===== src/rtl/plwq_pkg.sv =====
package plwq_pkg;

  localparam int NUM_PARTS_DEF   = 16;
  localparam int MAX_WAITERS_DEF = 8;
  localparam int NUM_TXNS_DEF    = 8;
  localparam int STAMP_BITS_DEF  = 48;
  localparam int PEND_MAX        = 31;

  typedef enum logic [2:0] {
    ST_GRANT   = 3'd0,
    ST_WAIT    = 3'd1,
    ST_ABORT   = 3'd2,
    ST_RELEASE = 3'd3,
    ST_REMOVED = 3'd4,
    ST_ERROR   = 3'd5
  } status_t;

  localparam logic OP_LOCK   = 1'b0;
  localparam logic OP_UNLOCK = 1'b1;

  typedef struct packed {
    logic        op;
    logic [3:0]  part_id;
    logic [2:0]  txn_id;
    logic [47:0] stamp;
  } in_word_t;

  typedef struct packed {
    logic [2:0] status;
    logic       promoted_valid;
    logic [2:0] promoted_txn;
    logic       promoted_ready;
    logic [4:0] requester_pending;
  } out_word_t;

  // controller -> datapath
  typedef struct packed {
    logic load;     // capture input word, start row read
    logic decide;   // evaluate row, update state, build result
  } dp_cmd_t;

  // datapath -> controller
  typedef struct packed {
    logic busy;
  } dp_sts_t;

endpackage


===== src/rtl/plwq_ctrl.sv =====
module plwq_ctrl (
  input  logic              clk,
  input  logic              rst_n,
  input  logic              in_valid,
  output logic              in_stall,
  output logic              out_valid,
  input  logic              out_stall,
  output plwq_pkg::dp_cmd_t cmd
);
  import plwq_pkg::*;

  typedef enum logic [3:0] {
    S_IDLE = 4'b0001,
    S_READ = 4'b0010,
    S_EXEC = 4'b0100,
    S_OUT  = 4'b1000
  } state_t;

  state_t state_r, state_nxt;

  assign in_stall   = (state_r != S_IDLE);
  assign out_valid  = (state_r == S_OUT);
  assign cmd.load   = (state_r == S_IDLE) && in_valid;
  assign cmd.decide = (state_r == S_EXEC);

  always_comb begin
    state_nxt = state_r;
    unique case (state_r)
      S_IDLE: if (in_valid) state_nxt = S_READ;
      S_READ: state_nxt = S_EXEC;
      S_EXEC: state_nxt = S_OUT;
      S_OUT:  if (!out_stall) state_nxt = S_IDLE;
      default: state_nxt = S_IDLE;
    endcase
  end

  always_ff @(posedge clk) begin
    if (!rst_n) state_r <= S_IDLE;
    else        state_r <= state_nxt;
  end

endmodule


===== config.mk =====
export PLATFORM = sky130hd
export DESIGN_NAME = plwq_ctrl
export DESIGN_NICKNAME = d
export VERILOG_FILES = /design/src/rtl/plwq_pkg.sv /design/src/rtl/plwq_ctrl.sv
export SDC_FILE = /design/constraint.sdc
export NUM_CORES = 1
export LEC_CHECK = 0
export BUFFER_PORTS_ARGS = -buffer_cell sky130_fd_sc_hd__buf_2
export CORE_AREA = 2 2 39 41
export CTS_CLUSTER_SIZE = 16
export DETAILED_ROUTE_END_ITERATION = 10
export DIE_AREA = 0 0 41 43
export PLACE_DENSITY = 0.44
export SLEW_MARGIN = 20
export SYNTH_ARGS = -nofsm -noshare
export SYNTH_HDL_FRONTEND = slang
export SYNTH_SLANG_ARGS = --single-unit
export TNS_END_PERCENT = 20

===== constraint.sdc =====
create_clock -name clk -period 1.44 [get_ports clk]
set_input_delay 0.216 -clock clk [delete_from_list [all_inputs] [get_ports clk]]
set_output_delay 0.216 -clock clk [all_outputs]
set_load 0.02 [all_outputs]

==> results of run 1 <==
power groups by stage:
stage	clock network [uW]	logic (uW)	registers (uW)
CTS	144	38.1	124
global placement	0	36.9	125
floorplan	0	24.3	124
global route	154	44.2	126
finish	136	39.9	126
detailed placement	0	38.0	126
synth_stat cells:
cell type  n  share of area
dfxtp_1    4           0.38
nor2_1     3          0.054
nand2_1    2          0.036
nand2b_1   2          0.060
nand3b_1   2          0.072
nor3_1     2          0.048
a2111oi_4  1           0.13
a31oi_2    1          0.060
inv_1      1          0.018
nand3b_4   1          0.096
nor4b_1    1          0.042
metrics by stage:
step | util | total power, uW | setup WS [ns] | cell area (sq um) | hold slack (ns)
after floorplan | - | 148.5 | 0.07951 | 209.0 | 0.3284
after global placement | 0.1908 | 161.8 | 0.3197 | 264.0 | 0.4515
after detailed placement | 0.1908 | 163.8 | 0.2581 | 264.0 | 0.4611
after CTS | 0.2071 | 306.2 | 0.002937 | 286.5 | 0.2152
after global routing | 0.2179 | 324.8 | 0.003647 | 301.5 | 0.2111
final | 0.2179 | 302.1 | 0.06226 | 301.5 | 0.2125
routing by layer:
layer	wire, um	GRT usage
met2	153	0.06563
met5	0	0
met4	6	0.04000
met1	189	0.06818
met3	65	0.06283
critical path: stages (launching register included):
cell and delay (ns):
dfxtp_1 0.43, nor4b_1 0.28, buf_2 0.22
cells by family (layout without fill, tap and decap cells):
family                 after synthesis  after routing  synth area share
AO/OA/AOI/OAI                        2              2            0.1916
buffers and inverters                1             11           0.01795
flip-flops                           4              4            0.3832
AND/OR/NAND/NOR                     13             13            0.4072
path summary, 6_finish.rpt:
kind                   start         end  depth (start not counted)
setup / recovery  state_r[3]   out_valid                          2
hold / removal         rst_n  state_r[0]                          2
setup reg to reg  state_r[3]  state_r[0]                          3
hold reg to reg   state_r[1]  state_r[3]                          1
layout make-up:
| cell class | instances | area, sq um |
|---|---|---|
| sequential | 4 | 82.58 |
| multi-input combinational | 15 | 135.1 |
| timing repair buffer | 7 | 37.54 |
| tap | 16 | 20.02 |
| inverter | 1 | 3.754 |
| clock buffer | 3 | 22.52 |
| fill | 148 | 1082 |
repair_timing:
item                       CTS  global route
gates resized for setup      0             5
setup endpoints to repair    0             2
buffers inserted             0             0
==> metrics, run 1 <==
status finished clean; area of the core 1384 sq um; Placer Congestion between 0.5 and 0.6; skew final about 0.0011 ns; Max IR drop VDD just over 0.4 mV; final hold vios 0; total track usage 0.06042; drt total wl 414 um; average routed wire per standard cell 9.000 um; Nets 36; Ports 8; internal power about 230 uW; htree depth 1; Logic pwr share 0.132; crit path time final 1.378 ns; Sequential Power Share 0.417; area grow syn2layout 44.31%; fraction of layout cells with a size suffix above 1 0.5667; CTS tree yes; setup violators final 0; Via Count 180; CP arrival approximately 1.2 ns; Hold WC Path Type in2reg; Final Slew Violations 0; Routed Antenna Nets 0; synthesized net count 24; Critical Path Sink Type output pin; Pre-antenna DRT Iters 4; Warnings, synthesis 0; Worst Setup Path Type reg2out; fmax 0.7258 GHz; most common cell after layout, fill and taps aside buf_2; fin cells 46; pwr dens 1002 nW/um^2; DRT iter0 DRCs 2; hold buffer count at cts 0; sequential area share after synthesis 0.3832; switching power ~75 uW; syn avg cell area about 10 sq um; max reg flops 4; worst slew pin tran 0.2757 ns; Startpoint Class register; DRC 0; RSZ-0062 raised after global routing no; commonest cells after routing, fill and taps aside 6 x buf_2, 3 x nor2_1, 3 x clkbuf_4; die area 1763 sq um; Register-to-Register Setup Slack 0.35 ns; sw frac 0.2467; initial antenna violation count 0; Top reg by flops state_r; Core Rows 14; Initial Utilization 0.1510; Clk Latency, worst-skew pair 0.23 ns; Worst Path Required 1.22 ns; height of the die 43 um; GRT overflow 0; vias in the first global route 164; clk buf depth 2; Top Registers state_r: 4 flops; period utilization 0.9568; Pleak 0.0001377 uW; maxcap violations 0; Rel. slew slack 0.8136; clock sinks 4; Post-Synthesis Cells 20; first-pass GRT wire length 648 um; Inserted Clock Buffers 3; count of cell types in the netlist 11; die width 41 um; ANT cells 0; number of synthesized register bits 4; root buf cell clkbuf_4; PortBufs 7; Setup TNS 0 ns; Post-Syn Area 209.0 sq um; CP Max Fanout 5; Worst-path clk slew 0.04 ns; DR vias/cell 3.913; Clock Power Share 0.451; # placed instances 43; largest net degree at the start of global routing 7
No activity file was read; power rests on OpenSTA's default activity.
==> run 2, diff against run 1 <==
==> constraint.sdc (replaced) <==
create_clock -name clk -period 1.7 [get_ports clk]
set_input_delay 0.255 -clock clk [delete_from_list [all_inputs] [get_ports clk]]
set_output_delay 0.255 -clock clk [all_outputs]
set_load 0.02 [all_outputs]
==> run 2 against run 1 <==
Effect of this change: wire length grew 16%; utilization shrank 1.1 points; register-to-register slack improved by 0.26 ns; sequential cell count did not move; die area is the same; cell count unchanged; critical path type unchanged.
==> metrics, run 2 (synthesized netlist as in run 1, its figures left out) <==
status finished clean; max reg flops 4; Setup TNS 0 ns; DRT iter0 DRCs 2; Inserted Clock Buffers 3; Routed Antenna Nets 0; Startpoint Class register; Rel. slew slack 0.8009; Placer Congestion 0.5941; average routed wire per standard cell 10.48 um; PostCTS Resize Cnt 0; PortBufs 7; clk buf depth 2; largest net degree at the start of global routing 7; first-pass GRT wire length 807 um; Core Rows 14; Worst-path clk slew 0.04 ns; root buf cell clkbuf_4; CP Max Fanout 6; DR vias/cell 4.217; CP arrival 1.23 ns; final setup margin ~0.21 ns; Worst Path Required roughly 1.4 ns; fraction of layout cells with a size suffix above 1 0.4333; Cell Chain, Critical Path nand3b_1 -> nor3_1 -> buf_2; worst slew pin tran ~0.3 ns; Pleak 0.0001328 uW; initial antenna violation count 0; Top Registers state_r: 4 flops; height of the die 43 um; Hold WC Path Type in2reg; area grow syn2layout 37.13%; CTS tree yes; pwr dens 891.2 nW/um^2; CP delay by family, top flip-flops; Design Area, Final 286.5 sq um; post-CTS setup buffer count 0; vias in the first global route 196; commonest cells after routing, fill and taps aside 7 x buf_2, 4 x dfxtp_1, 3 x nor2_1, 3 x clkbuf_4; hold buffer count at cts 0; setup violators final 0; Max IR drop VDD 0.3166 mV; Clk Latency, worst-skew pair 0.23 ns; total track usage 0.07631; GRT overflow 0; period utilization 0.8760; ANT cells 0; die area ~1800 sq um; RSZ-0062 raised after global routing no; Critical Path Sink Type output pin; Final Slew Violations 0; Nets 36; area of the core 1384 sq um; final hold vios 0; fmax 0.6715 GHz; Worst Setup Path Type reg2out; DP HPWL about 380 um; dpl ws 0.4451 ns; clock sinks 4; DRC 0; maxcap violations 0; Top reg by flops state_r; crit path time final between 1 and 1.5 ns; Pre-antenna DRT Iters 2; slowest cell on the critical path dfxtp_1; Via Count 194; die width 41 um; Placement Cell Area 264.0 sq um; Buf+Inv Stages, Crit Path 1; htree depth 1; drt total wl 482 um; skew final approximately 0.00029 ns; Worst path max stage delay 0.45 ns; Ports 8; Initial Utilization 0.1510; most common cell after layout, fill and taps aside buf_2
[run 2: final cells by class]
| cell class | count | area, sq um |
|---|---|---|
| well taps | 16 | 20.02 |
| clock buffers | 3 | 22.52 |
| multi-input cells | 15 | 125.1 |
| inverters | 1 | 3.754 |
| repair buffers | 7 | 35.03 |
| fillers | 157 | 1097 |
| flip-flops and latches | 4 | 80.08 |
[run 2: worst reg2reg max path: cells and delay by family, from the launching register on]
kind | cells | cell delay, ns
AO/OA/AOI/OAI | 2 | 0.40
flip-flops | 1 | 0.35
AND/OR/NAND/NOR | 1 | 0.21
[run 2: stage by stage]
stage                     hold WS (ns)    util  power [uW]  instances
after floorplan                 0.3674       -       125.8         20
after global placement          0.4947  0.1908       138.1         43
after detailed placement        0.5003  0.1908       139.4         43
after CTS                       0.2497  0.2071       261.1         46
after global routing            0.2617  0.2071       273.3         46
final                           0.2581  0.2071       255.3         46
[run 2: power breakdown]
part	internal [uW]	leakage [uW]	switching, uW
clock network	78.9	0.0000138	38.5
registers	98.3	0.0000327	7.16
logic	13.3	0.0000863	19.2
[run 2: final timing paths]
path / slack (ns) / cells past startpoint / start / endpoint
min: 0.26 / 2 / rst_n / state_r[0]
max reg2reg: 0.61 / 3 / state_r[3] / state_r[0]
max: 0.21 / 3 / state_r[0] / cmd[1]
min reg2reg: 0.58 / 1 / state_r[1] / state_r[3]
[run 2: layer usage]
| metal | GRT usage | vias up | routed length (um) |
|---|---|---|---|
| li1 | - | 91 | - |
| met1 | 0.08360 | 93 | 226 |
| met2 | 0.08750 | 10 | 197 |
| met3 | 0.06806 | 0 | 58 |
| met4 | 0.06000 | 0 | 0 |
| met5 | 0 | - | 0 |
